===== config.mk =====
export PLATFORM = sky130hd
export DESIGN_NAME = eoe_fragment_reassembly_tracker
export DESIGN_NICKNAME = d
export VERILOG_FILES = /design/src/design/eoe_frt_pkg.sv /design/src/design/eoe_frt_core.sv /design/src/design/eoe_fragment_reassembly_tracker.sv
export SDC_FILE = /design/constraint.sdc
export NUM_CORES = 1
export LEC_CHECK = 0
export ABC_CLOCK_PERIOD_IN_PS = 8150
export BUFFER_PORTS_ARGS = -buffer_cell sky130_fd_sc_hd__buf_2
export CAP_MARGIN = 20
export CORE_UTILIZATION = 50
export DETAILED_ROUTE_END_ITERATION = 10
export GPL_TIMING_DRIVEN = 0
export HOLD_SLACK_MARGIN = 0.15
export PLACE_DENSITY = 0.7
export SYNTH_ARGS = -nofsm -noshare
export SYNTH_HDL_FRONTEND = slang
export SYNTH_SLANG_ARGS = --single-unit

===== constraint.sdc =====
create_clock -name clk -period 8.15 [get_ports clk]
set_clock_uncertainty 0.05 [all_clocks]
set_input_delay 1.63 -clock clk [delete_from_list [all_inputs] [get_ports clk]]
set_output_delay 1.63 -clock clk [all_outputs]
set_load 0.02 [all_outputs]

===== src/design/eoe_frt_pkg.sv =====
// ----------------------------------------------------------------------------
// EoE fragment reassembly tracker package
// Shared types and constants for the fragment tracker core and top level.
// ----------------------------------------------------------------------------
`default_nettype none

package eoe_frt_pkg;

    localparam int unsigned SIZE_W    = 16;
    localparam int unsigned MBX_W     = 4;
    localparam int unsigned FRAG_W    = 6;
    localparam int unsigned UNITS_W   = 6;
    localparam int unsigned FRAME_W   = 4;
    localparam int unsigned EXPECT_W  = 8;
    localparam int unsigned UNIT_SHIFT = 5;

    localparam logic [SIZE_W-1:0] TIMESTAMP_BYTES   = 16'd4;
    localparam logic [SIZE_W-1:0] CAPACITY_RESET    = 16'd1536;
    localparam logic [MBX_W-1:0]  EOE_TYPE_RESET    = 4'h2;

    typedef enum logic [1:0] {
        ST_PROGRESS = 2'd0,
        ST_COMPLETE = 2'd1,
        ST_INVALID  = 2'd2,
        ST_PKT_ERR  = 2'd3
    } status_t;

    typedef enum logic {
        CFG_BUFFER_CAPACITY = 1'b0,
        CFG_EOE_MAILBOX_TYPE = 1'b1
    } cfg_index_t;

    typedef struct packed {
        logic [SIZE_W-1:0] buffer_capacity;
        logic [MBX_W-1:0]  eoe_mailbox_type;
    } cfg_t;

    typedef struct packed {
        logic [MBX_W-1:0]   mailbox_type;
        logic [SIZE_W-1:0]  data_size;
        logic [FRAG_W-1:0]  fragment_number;
        logic [UNITS_W-1:0] offset_units;
        logic [FRAME_W-1:0] frame_number;
        logic               last_fragment;
        logic               time_appended;
    } item_t;

    typedef struct packed {
        status_t           status;
        logic              write_enable;
        logic [SIZE_W-1:0] write_offset;
        logic [SIZE_W-1:0] frame_length;
    } result_t;

endpackage

`default_nettype wire


===== src/design/eoe_frt_core.sv =====
// ----------------------------------------------------------------------------
// EoE fragment tracker core
// Holds the reassembly state and evaluates one fragment header per cycle in which step is high.
// ----------------------------------------------------------------------------
`default_nettype none

module eoe_frt_core (
    input  wire logic                  clk,
    input  wire logic                  rst_n,
    input  wire logic                  step,
    input  wire eoe_frt_pkg::cfg_t     cfg,
    input  wire eoe_frt_pkg::item_t    item,
    output eoe_frt_pkg::result_t       result
);

    logic [eoe_frt_pkg::EXPECT_W-1:0] expected_reg, expected_next;
    logic [eoe_frt_pkg::SIZE_W-1:0]   announced_reg, announced_next;
    logic [eoe_frt_pkg::SIZE_W-1:0]   fill_reg, fill_next;
    logic [eoe_frt_pkg::FRAME_W-1:0]  frame_reg, frame_next;

    logic [eoe_frt_pkg::EXPECT_W-1:0] frag_ext;
    logic [eoe_frt_pkg::SIZE_W-1:0]   units_bytes;
    logic [eoe_frt_pkg::SIZE_W:0]     end_sum;
    logic [eoe_frt_pkg::SIZE_W-1:0]   flen;
    logic                             mismatch;
    logic                             fits;

    assign frag_ext    = {{(eoe_frt_pkg::EXPECT_W - eoe_frt_pkg::FRAG_W){1'b0}},
                          item.fragment_number};
    assign units_bytes = {{(eoe_frt_pkg::SIZE_W - eoe_frt_pkg::UNITS_W
                            - eoe_frt_pkg::UNIT_SHIFT){1'b0}},
                          item.offset_units, {eoe_frt_pkg::UNIT_SHIFT{1'b0}}};
    assign mismatch    = (expected_reg != frag_ext);

    always_comb
    begin
        expected_next       = expected_reg;
        announced_next      = announced_reg;
        fill_next           = fill_reg;
        frame_next          = frame_reg;
        result.status       = eoe_frt_pkg::ST_PROGRESS;
        result.write_enable = 1'b0;
        result.write_offset = '0;
        result.frame_length = '0;
        end_sum             = '0;
        fits                = 1'b0;
        flen                = '0;

        if (item.mailbox_type != cfg.eoe_mailbox_type)
        begin
            result.status = eoe_frt_pkg::ST_PKT_ERR;
        end
        else
        begin
            if (mismatch && (expected_reg != '0))
            begin
                expected_next  = '0;
                announced_next = '0;
                fill_next      = '0;
                frame_next     = '0;
            end

            if (mismatch && (item.fragment_number != '0))
            begin
                result.status = eoe_frt_pkg::ST_INVALID;
            end
            else if (!mismatch && (expected_reg != '0) &&
                     ((frame_reg != item.frame_number) || (fill_reg != units_bytes)))
            begin
                expected_next  = '0;
                announced_next = '0;
                fill_next      = '0;
                frame_next     = '0;
                result.status  = eoe_frt_pkg::ST_INVALID;
            end
            else
            begin
                if (mismatch || (expected_reg == '0))
                begin
                    announced_next = units_bytes;
                    fill_next      = '0;
                    frame_next     = item.frame_number;
                end

                end_sum = {1'b0, fill_next} + {1'b0, item.data_size};
                fits    = (end_sum <= {1'b0, announced_next}) &&
                          (end_sum <= {1'b0, cfg.buffer_capacity});

                if (fits)
                begin
                    result.write_enable = 1'b1;
                    result.write_offset = fill_next;
                    fill_next           = end_sum[eoe_frt_pkg::SIZE_W-1:0];
                    expected_next       = expected_next + eoe_frt_pkg::EXPECT_W'(1);
                end

                if (item.last_fragment)
                begin
                    flen = item.time_appended ? (fill_next - eoe_frt_pkg::TIMESTAMP_BYTES)
                                              : fill_next;
                    result.frame_length = flen;
                    result.status       = eoe_frt_pkg::ST_COMPLETE;
                    expected_next       = '0;
                    announced_next      = '0;
                    fill_next           = '0;
                    frame_next          = '0;
                end
            end
        end
    end

    always_ff @(posedge clk or negedge rst_n)
    begin
        if (!rst_n)
        begin
            expected_reg  <= '0;
            announced_reg <= '0;
            fill_reg      <= '0;
            frame_reg     <= '0;
        end
        else if (step)
        begin
            expected_reg  <= expected_next;
            announced_reg <= announced_next;
            fill_reg      <= fill_next;
            frame_reg     <= frame_next;
        end
    end

endmodule

`default_nettype wire


===== src/design/eoe_fragment_reassembly_tracker.sv =====
// Pipeline: a header accepted into the input register is evaluated by the core and presented
// from the result register once the output can advance (input register, then result register).
// Throughput: one header per cycle while the output is not stalled; the core's state update sets the rate.
// Reset: rst_n clears the reassembly state and the valid flags, and loads the
// buffer capacity with 1536 and the EoE mailbox type with 2.
// ----------------------------------------------------------------------------
// EoE fragment reassembly tracker
// Checks EoE fragment headers and tracks the write offset of one frame.
// ----------------------------------------------------------------------------
`default_nettype none

module eoe_fragment_reassembly_tracker (
    input  wire logic                                clk,
    input  wire logic                                rst_n,

    input  wire logic                                cfg_write,
    input  wire logic                                cfg_index,
    input  wire logic [eoe_frt_pkg::SIZE_W-1:0]      cfg_data,

    input  wire logic                                in_valid,
    output logic                                     in_stall,
    input  wire logic [eoe_frt_pkg::MBX_W-1:0]       mailbox_type,
    input  wire logic [eoe_frt_pkg::SIZE_W-1:0]      data_size,
    input  wire logic [eoe_frt_pkg::FRAG_W-1:0]      fragment_number,
    input  wire logic [eoe_frt_pkg::UNITS_W-1:0]     offset_units,
    input  wire logic [eoe_frt_pkg::FRAME_W-1:0]     frame_number,
    input  wire logic                                last_fragment,
    input  wire logic                                time_appended,

    output logic                                     out_valid,
    input  wire logic                                out_stall,
    output logic [1:0]                               status,
    output logic                                     write_enable,
    output logic [eoe_frt_pkg::SIZE_W-1:0]           write_offset,
    output logic [eoe_frt_pkg::SIZE_W-1:0]           frame_length
);

    eoe_frt_pkg::cfg_t    cfg_reg;
    eoe_frt_pkg::item_t   item_reg;
    eoe_frt_pkg::result_t result_reg;
    eoe_frt_pkg::result_t result_next;
    logic                 item_valid_reg;
    logic                 out_valid_reg;
    logic                 advance;
    logic                 step;
    logic                 in_accept;

    assign advance   = !out_valid_reg || !out_stall;
    assign step      = item_valid_reg && advance;
    assign in_stall  = item_valid_reg && !advance;
    assign in_accept = in_valid && !in_stall;

    always_ff @(posedge clk or negedge rst_n)
    begin
        if (!rst_n)
        begin
            cfg_reg.buffer_capacity  <= eoe_frt_pkg::CAPACITY_RESET;
            cfg_reg.eoe_mailbox_type <= eoe_frt_pkg::EOE_TYPE_RESET;
        end
        else if (cfg_write)
        begin
            unique case (eoe_frt_pkg::cfg_index_t'(cfg_index))
                eoe_frt_pkg::CFG_BUFFER_CAPACITY:
                    cfg_reg.buffer_capacity <= cfg_data;
                eoe_frt_pkg::CFG_EOE_MAILBOX_TYPE:
                    cfg_reg.eoe_mailbox_type <= cfg_data[eoe_frt_pkg::MBX_W-1:0];
                default:
                    cfg_reg <= cfg_reg;
            endcase
        end
    end

    always_ff @(posedge clk or negedge rst_n)
    begin
        if (!rst_n)
        begin
            item_valid_reg <= 1'b0;
            out_valid_reg  <= 1'b0;
        end
        else
        begin
            if (in_accept)
                item_valid_reg <= 1'b1;
            else if (step)
                item_valid_reg <= 1'b0;

            if (step)
                out_valid_reg <= 1'b1;
            else if (!out_stall)
                out_valid_reg <= 1'b0;
        end
    end

    always_ff @(posedge clk)
    begin
        if (in_accept)
        begin
            item_reg.mailbox_type    <= mailbox_type;
            item_reg.data_size       <= data_size;
            item_reg.fragment_number <= fragment_number;
            item_reg.offset_units    <= offset_units;
            item_reg.frame_number    <= frame_number;
            item_reg.last_fragment   <= last_fragment;
            item_reg.time_appended   <= time_appended;
        end
        if (step)
            result_reg <= result_next;
    end

    eoe_frt_core u_core (
        .clk    (clk),
        .rst_n  (rst_n),
        .step   (step),
        .cfg    (cfg_reg),
        .item   (item_reg),
        .result (result_next)
    );

    assign out_valid    = out_valid_reg;
    assign status       = result_reg.status;
    assign write_enable = result_reg.write_enable;
    assign write_offset = result_reg.write_offset;
    assign frame_length = result_reg.frame_length;

endmodule

`default_nettype wire


Yosys cells after proc, flatten, opt, wreduce, memory -nomap -nowiden --
Index checks and enable logic that the tools add are counted.
Storage, ports and cells: input port bits 60, output and inout port bits 37, logic and storage cells 100, flip-flop bits (word level) 139
Cells by class: equality and inequality tests 5, add/sub/neg operators 3, $lt $le $gt $ge 2, bitwise operators 4, reduce and logical (&&, ||, !) cells 26, multiplexer cells 40
Operators with widths (number):
- 16-bit two-way mux | 21
- 8-bit two-way mux | 6
- 17-bit by 16-bit <= comparator with 1-bit output | 2
- 4-bit two-way mux | 5
- 16-bit by 16-bit adder with 17-bit output | 1
- 17-bit two-way mux | 1
- 16-bit by 11-bit inequality test with 1-bit output | 1
- 16-bit by 3-bit subtractor with 16-bit output, second input constant | 1
- 8-bit by 1-bit adder with 8-bit output, second input constant | 1
- 1-bit logical AND | 8
- 8-bit logical NOT | 1
- 4-bit inequality test | 2
- 8-bit by 6-bit inequality test with 1-bit output | 1
- 8-bit nonzero test | 1
- 4-bit OR reduction | 2
- 1-bit two-way mux | 7
- 2-bit AND reduction | 3
- 6-bit nonzero test | 1
- 1-bit logical NOT | 5
- 1-bit inverter | 4
- 1-bit logical OR | 3
- 3-bit OR reduction | 1
- 2-bit by 1-bit inequality test with 1-bit output, second input constant | 1
- 2-bit nonzero test | 1

Depth between registers and ports, before layout --
Gate-level depths: netlist of run 1.
depth in word-level cells 17, depth in mapped cells 33, mapped depth without buffers 31

Modules after synthesis --
A second synthesis of run 1 with hierarchy kept.
Second synthesis, totals: cell total of the unflattened synthesis 737, area total of the unflattened synthesis 8011.4 µm²
By module, submodules not included:
- eoe_frt_core | cells an instance 612, instances 1, area an instance 4917.2 µm², seq. area each 1101.1 µm²
- eoe_fragment_reassembly_tracker | cells an instance 125, instances 1, area an instance 3094.2 µm², seq. area each 2746.4 µm²

Worst setup path before layout of run 1 --
OpenSTA, ideal clock, no wires.
path type register to register, start reg u_core.expected_reg[3] (netlist bit), end reg result_reg (netlist bit frame_length[14]), data pin, setup slack 876 ps, arrival 7057 ps, buffers on the path 3, stages on the path, launching flop included 34, setup time 167 ps, clock period less this slack 7274 ps, data required time 7933 ps, path through dfrtp_1 xnor2_1 nand3_1 nor3b_2 clkbuf_1 buf_1 and2_1 ha_1 a211oi_1 o21ai_0 and2_1 a211o_1 a21boi_0 xnor2_1 ha_1 nand4_1 nor4_1 nand3b_1 a2bb2oi_1 o311ai_0 o31ai_1 a211o_1 o311a_1 buf_6 mux2i_4 ha_1 nand2_1 or2_2 inv_1 nand2_1 nor3_1 nand3_1 xor2_1 a211oi_1
On the way: word-level cells in the longest chain between the ends 16, elaborated cells on any way between the ends 30, those cells by class 2 x add/sub; 2 x order compare; 1 x eq/ne; 15 x mux; 10 x reduce/logical
Ends and longest elaborated chain:
- start, declared | line eoe_frt_core.sv:16 | logic [eoe_frt_pkg::EXPECT_W-1:0] expected_reg, expected_next;
- start signal, assigned | line eoe_frt_core.sv:123 | expected_reg <= expected_next;
- 8-bit by 6-bit inequality test with 1-bit output or 8-bit nonzero test (tied branches) | line eoe_frt_core.sv:33, eoe_frt_core.sv:55, eoe_frt_core.sv:67
- 1-bit logical AND | line eoe_frt_core.sv:55 | if (mismatch && (expected_reg != '0))
- 16-bit two-way mux | line eoe_frt_core.sv:55
- 16-bit two-way mux | line eoe_frt_core.sv:78 | if (mismatch || (expected_reg == '0))
- 16-bit two-way mux | line eoe_frt_core.sv:67 | else if (!mismatch && (expected_reg != '0) &&
- 16-bit two-way mux | line eoe_frt_core.sv:63 | if (mismatch && (item.fragment_number != '0))
- 16-bit two-way mux | line eoe_frt_core.sv:49 | if (item.mailbox_type != cfg.eoe_mailbox_type)
- 16-bit by 16-bit adder with 17-bit output | line eoe_frt_core.sv:85 | end_sum = {1'b0, fill_next} + {1'b0, item.data_size};
- 17-bit by 16-bit <= comparator with 1-bit output, on equally long branches | line eoe_frt_core.sv:86, eoe_frt_core.sv:87
- 1-bit logical AND | line eoe_frt_core.sv:86 | fits = (end_sum <= {1'b0, announced_next}) &&
- 16-bit two-way mux | line eoe_frt_core.sv:89 | if (fits)
- 16-bit two-way mux | line eoe_frt_core.sv:67
- 16-bit two-way mux | line eoe_frt_core.sv:63
- 16-bit two-way mux | line eoe_frt_core.sv:49
- 16-bit by 3-bit subtractor with 16-bit output | line eoe_frt_core.sv:99 | flen = item.time_appended ? (fill_next - eoe_frt_pkg::TIMESTAMP_BYTES)
- 16-bit two-way mux | line eoe_frt_core.sv:99
- end signal, assigned | line eoe_fragment_reassembly_tracker.sv:107 | result_reg <= result_next;
- end, declared | line eoe_fragment_reassembly_tracker.sv:40 | eoe_frt_pkg::result_t result_reg;
Several ways; a longest one is shown, not always the timed one. The select of a mux whose other input is x is not followed. A chain may end at the register's enable or synchronous reset.

Worst setup path after layout of run 1 --
start reg u_core.expected_reg[0] (netlist bit), end reg result_reg (netlist bit frame_length[14]), data pin
Same word-level chain as after synthesis.

==> flow_summary.ini, run 1 <==
[status]
status = finished, final reports clean

[sta]
max_freq_mhz = 129
max_slew_margin_pct = 34.6
worst_pin_slew_ps = 981
setup_ws_ps = 420
fin_crit_ps = 7730
min_period_over_period_pct = 94.8
setup_viol_count_final = 0
tns_ps = 0
timing.hold.ws_ps = 440
finalMaxSlewViolations = 0
hold_viol = 0

[placement]
pre_cts_ws_ps = -983
routabilityCongestion = 0.898
portBuffers = 96
hpwl_um = 13900
dp_cells = 1024

[clock_tree]
clk_pin_slew_ps = 60
cts_root_buffer = clkbuf_16
clockBufferDepth = 2
holdBufCountCts = 0
cts.htree.levels = 4
numCtsBuffers = 17
clk_latency_ps = 420
clkSinkCount = 139
cts_tree = done

[route]
wirelength_um = 19100
drtIter0Drc = 531
drtAntennaViolNets = 0
wl_per_cell_um = 18.0
vias = 6233
via_per_inst = 5.89
firstDrtPassIters = 7
post-route-drc-count = 0

[floorplanning]
die_w_um = 126
die_h_um = 126
core_um2 = 15100
fp.dieArea_um2 = 16000
ioPinCount = 97
rows = 45
start_util_pct = 51.1

[synth]
synthCells = 730
synth_top_cell_by_area = edfxtp_1
ys_top_cells_by_count = nand2_1 (81), edfxtp_1 (73), dfrtp_1 (63)
seq_area_frac_synth_pct = 49.7
synth_cell_types = 72
synth_top_area_share_pct = 28.3
yosys_most_used_dff = edfxtp_1
synthTopCellsByArea = edfxtp_1 (28%), dfrtp_1 (20%), ha_1 (7.1%)
synth_area_um2 = 7740
yosysMostFrequentCell = nand2_1
synth_area_per_cell_um2 = 10.6
ys_ff_latch = 139
async_reset_ff_share_pct = 47.5
yosys_warnings = 0
synth_edf_count = 73

[global_routing]
overflow = 0
antenna_found_initial = 0
busiest_layer = met2
use_met1_pct = 33.0
grtUsageTotal_pct = 24.9
grt_use_met3_pct = 4.30
grt_pass1_vias = 6006
grt_use_met2_pct = 39.1
grt_pass1_wl_um = 30400
grt_max_degree = 67

[setup_path]
path_class = register to register
cp_common_cell = ha_1
critPathRequiredTime_ps = 8350
cp_max_fo = 10
critPathArrivalTime_ps = 7930
slowest_stage = dfrtp_1
critPathMaxStageDelay_ps = 430
endpoint_kind = register
cp-start-kind = register

[pwr]
combPwrFrac_pct = 13.1
switchingPower_mw = 0.455
p_clk_share_pct = 41.0
vdd_drop_max_uv = 159
switching_share_pct = 25.8
leakagePower_nw = 4.05
seq_power_share_pct = 45.9
power_density_nw_per_um2 = 192
p_int_mw = 1.31

[final_layout]
final_cells = 1059
fin_util_pct = 60.7
area_delta_synth_final_pct = 18.6
num_antenna_cells = 0
fin_nets = 963
drive_gt1_share_pct = 19.9
largest_reg_flops = 38

[hold_path]
hold_class = register to register

[run]
cap_violations = 0
-- path summary, 6_finish.rpt --
| check | startpoint | cells past startpoint | slack [ps] | end |
|---|---|---|---|---|
| setup reg to reg | u_core.expected_reg[0]$_DFFE_PN0P_ | 33 | 420 | frame_length[14]$_SDFFCE_PP0P_ |
| setup / recovery | u_core.expected_reg[0]$_DFFE_PN0P_ | 33 | 420 | frame_length[14]$_SDFFCE_PP0P_ |
| hold / removal | u_core.expected_reg[6]$_DFFE_PN0P_ | 2 | 440 | u_core.expected_reg[6]$_DFFE_PN0P_ |
| min in group asynchronous | rst_n | 1 | 1250 | item_valid_reg$_DFFE_PN0P_ |
| max in group asynchronous | rst_n | 1 | 6240 | cfg_reg[11]$_DFFE_PN0P_ |
| hold reg to reg | u_core.expected_reg[6]$_DFFE_PN0P_ | 2 | 440 | u_core.expected_reg[6]$_DFFE_PN0P_ |
-- metrics by stage --
step / total power, mW / instance area, um2
after floorplan: 0.965 / 7780
after global placement: 1.03 / 8490
after detailed placement: 1.05 / 8530
after CTS: 1.77 / 9120
after global routing: 1.83 / 9190
final: 1.76 / 9190
-- cells by family after synthesis --
group                    synth area share, %
flip-flops                              49.7
adder cells (fa/ha/maj)                 7.50
other                                 0.0484
AND/OR/NAND/NOR                         16.2
multiplexers                            2.99
XOR/XNOR                                5.54
AO/OA/AOI/OAI                           15.2
buffers and inverters                   2.88
-- per-layer routing --
metal | up-vias | routed length [um]
met5 | - | 0
met4 | 0 | 673
met3 | 54 | 1370
met2 | 288 | 8910
met1 | 2972 | 8150
li1 | 2919 | -
-- timing repair --
action / 4_1_cts / 5_1_grt
endpoints found under the setup margin: 7 / 5
buffers inserted: 1 / 2
gates resized for setup: 7 / 14
pin swaps: 1 / 2
-- cell usage in the layout, fill, tap and decap left out, types with 18 or more instances in the layout --
cell	Yosys	layout
a211oi_1	19	18
a21oi_1	21	21
and2_1	19	18
buf_2	4	99
dfrtp_1	63	63
edfxtp_1	73	73
ha_1	44	44
inv_1	38	38
nand2_1	81	81
nor2_1	45	44
o21ai_0	47	45
xnor2_1	30	27
-- worst max-delay path, delay by kind of cell, from the launching register on --
family / cells / cell delay (ps)
XOR/XNOR: 3 / 570
AND/OR/NAND/NOR: 12 / 2410
multiplexers: 1 / 290
adder cells (fa/ha/maj): 3 / 900
buffers and inverters: 4 / 770
flip-flops: 1 / 430
AO/OA/AOI/OAI: 10 / 2110
-- area by class of cell --
class                   count  area, um2
flip-flops and latches    139       3850
multi-input cells         545       3790
inverters                  38        143
clock inverters            11       98.8
fillers                  1193       5960
plain buffers              17       87.6
clock buffers              21        450
repair buffers            100        533
well taps                 188        235
-- power groups by stage --
stage	logic [mW]	registers [mW]	clock network [mW]
floorplan	0.134	0.831	0
global placement	0.212	0.821	0
detailed placement	0.224	0.822	0
CTS	0.228	0.808	0.730
global route	0.254	0.812	0.761
finish	0.231	0.808	0.721
(Power assumes the default switching activity.)
==> run 2: changes to the inputs <==
Settings changed: ABC_CLOCK_PERIOD_IN_PS 8150 to 7700.
Clock period 8.15 ns to 7.7 ns, I/O delays scaled along.
==> flow_summary.ini, run 2 (synthesized netlist as in run 1, its figures left out) <==
[sta]
max_slew_margin_pct = 34.5
worst_pin_slew_ps = 983
finalMaxSlewViolations = 0
setup_ws_ps = 283
setup_viol_count_final = 0
fin_crit_ps = 7420
max_freq_mhz = 135
min_period_over_period_pct = 96.3
hold_viol = 0

[global_routing]
overflow = 0
use_met1_pct = 33.1
grt_use_met3_pct = 4.34
grt_pass1_wl_um = 30600
antenna_found_initial = 0
grt_max_degree = 67
grt_use_met2_pct = 39.8
grt_pass1_vias = 6039
grtUsageTotal_pct = 25.1
busiest_layer = met2

[setup_path]
cp-start-kind = register
cp_max_fo = 8
path_class = register to register
crit_path_start = u_core.expected_reg[0]$_DFFE_PN0P_
critPathArrivalTime_ps = 7520
reg2reg_to = frame_length[14]$_SDFFCE_PP0P_
ff2ff_path_depth = 32
critPathRequiredTime_ps = 7800
cp_common_cell = nand2_1
endpoint_kind = register
r2r_start = u_core.expected_reg[0]$_DFFE_PN0P_
critPathMaxStageDelay_ps = 440
slowest_stage = dfrtp_1
ff2ff_setup_slack_ps = 280

[final_layout]
final_cell_mix = buf_2 (99), nand2_1 (81), edfxtp_1 (73)
fin_nets = 974
drive_gt1_share_pct = 22.7
num_antenna_cells = 0
fillers = 1170
final_cells = 1070
area_delta_synth_final_pct = 21.1
largest_reg_flops = 38
fin_util_pct = 61.9
final_common_cell = buf_2
final_area_um2 = 9380

[clock_tree]
cts_tree = done
clk_latency_ps = 420
cts_root_buffer = clkbuf_16
numCtsBuffers = 17
cts.htree.levels = 4
holdBufCountCts = 0
clk_pin_slew_ps = 60
clockBufferDepth = 2
clkSinkCount = 139

[pwr]
p_clk_share_pct = 40.7
leakagePower_nw = 4.13
power_density_nw_per_um2 = 200
combPwrFrac_pct = 13.6
vdd_drop_max_uv = 164
seq_power_share_pct = 45.7
switching_share_pct = 25.9
switchingPower_mw = 0.486
p_int_mw = 1.39

[floorplanning]
die_h_um = 126
ioPinCount = 97
rows = 45
fp.dieArea_um2 = 16000
start_util_pct = 51.1
core_um2 = 15100
die_w_um = 126

[route]
drtAntennaViolNets = 0
via_per_inst = 5.86
drtIter0Drc = 586
firstDrtPassIters = 5
post-route-drc-count = 0
wl_per_cell_um = 18.4
wirelength_um = 19700
vias = 6270

[placement]
dp_cells = 1024
dpl_cell_area_um2 = 8530
hpwl_um = 13900
pre_cts_ws_ps = -1430
routabilityCongestion = 0.898
portBuffers = 96

[hold_path]
worstHoldStart = u_core.expected_reg[6]$_DFFE_PN0P_
worstHoldEndpoint = u_core.expected_reg[6]$_DFFE_PN0P_
hold_depth = 2
hold_class = register to register

[run]
cap_violations = 0

[status]
status = finished, final reports clean
[run 2: cell count changes in the layout (fill, tap and decap cells not counted), sizes merged]
cell / change
clkbuf: -2
buf: +13
[run 2: routing by layer]
metal  share of wire, %  wire, um  up-vias
met4                3.3       647        0
met1                 42      8260     2990
met2                 47      9240      292
li1                   -         -     2936
met3                7.8      1540       52
met5                  0         0        -
[run 2: final cells by class]
type / count / area (um2) / share of cell area [%]
multi-input combinational: 545 / 3890 / 41.5
clock inverter: 11 / 98.8 / 1.05
inverter: 38 / 143 / 1.52
tap: 188 / 235 / 2.51
timing repair buffer: 111 / 616 / 6.57
buffer: 17 / 95.1 / 1.01
sequential: 139 / 3850 / 41.1
clock buffer: 21 / 450 / 4.80
[run 2: power groups by stage]
stage	clock network [mW]	registers [mW]	logic [mW]
6_report	0.764	0.856	0.255
2_1_floorplan	0	0.880	0.142
4_1_cts	0.772	0.856	0.243
3_5_place_dp	0	0.870	0.237
5_1_grt	0.806	0.860	0.280
3_3_place_gp	0	0.869	0.224
[run 2: how the worst max path moves through the flow]
stage               slack [ps]                              to  cells after the start
floorplan                  430  frame_length[14]$_SDFFCE_PP0P_                     33
global placement         -1200  frame_length[14]$_SDFFCE_PP0P_                     33
detailed placement       -1430  frame_length[14]$_SDFFCE_PP0P_                     32
CTS                         10  frame_length[14]$_SDFFCE_PP0P_                     32
global route               -90  frame_length[14]$_SDFFCE_PP0P_                     33
finish                     280  frame_length[14]$_SDFFCE_PP0P_                     32
[run 2: per-stage QoR]
stage | hold WS (ps) | setup TNS (ps) | total power [mW]
after floorplan | 399 | 0 | 1.02
after global routing | 461 | -92.8 | 1.95
after detailed placement | 430 | -9350 | 1.11
after CTS | 443 | 0 | 1.87
after global placement | 411 | -5390 | 1.09
final | 442 | 0 | 1.87
[run 2: repair_timing]
| item | in CTS | in global routing |
|---|---|---|
| gates cloned | 0 | 0 |
| pin swaps | 3 | 12 |
| setup buffers | 2 | 12 |
| gates resized for setup | 16 | 26 |
| endpoints found under the setup margin | 40 | 5 |
[run 2: critical path, delay by kind of cell (launching register included)]
kind            cells  cell delay, ps
compound gates      9            2100
xor+xnor            2             410
fa+ha+maj           3             830
buf+inv             5             720
flops               1             440
mux                 1             280
simple gates       12            2310
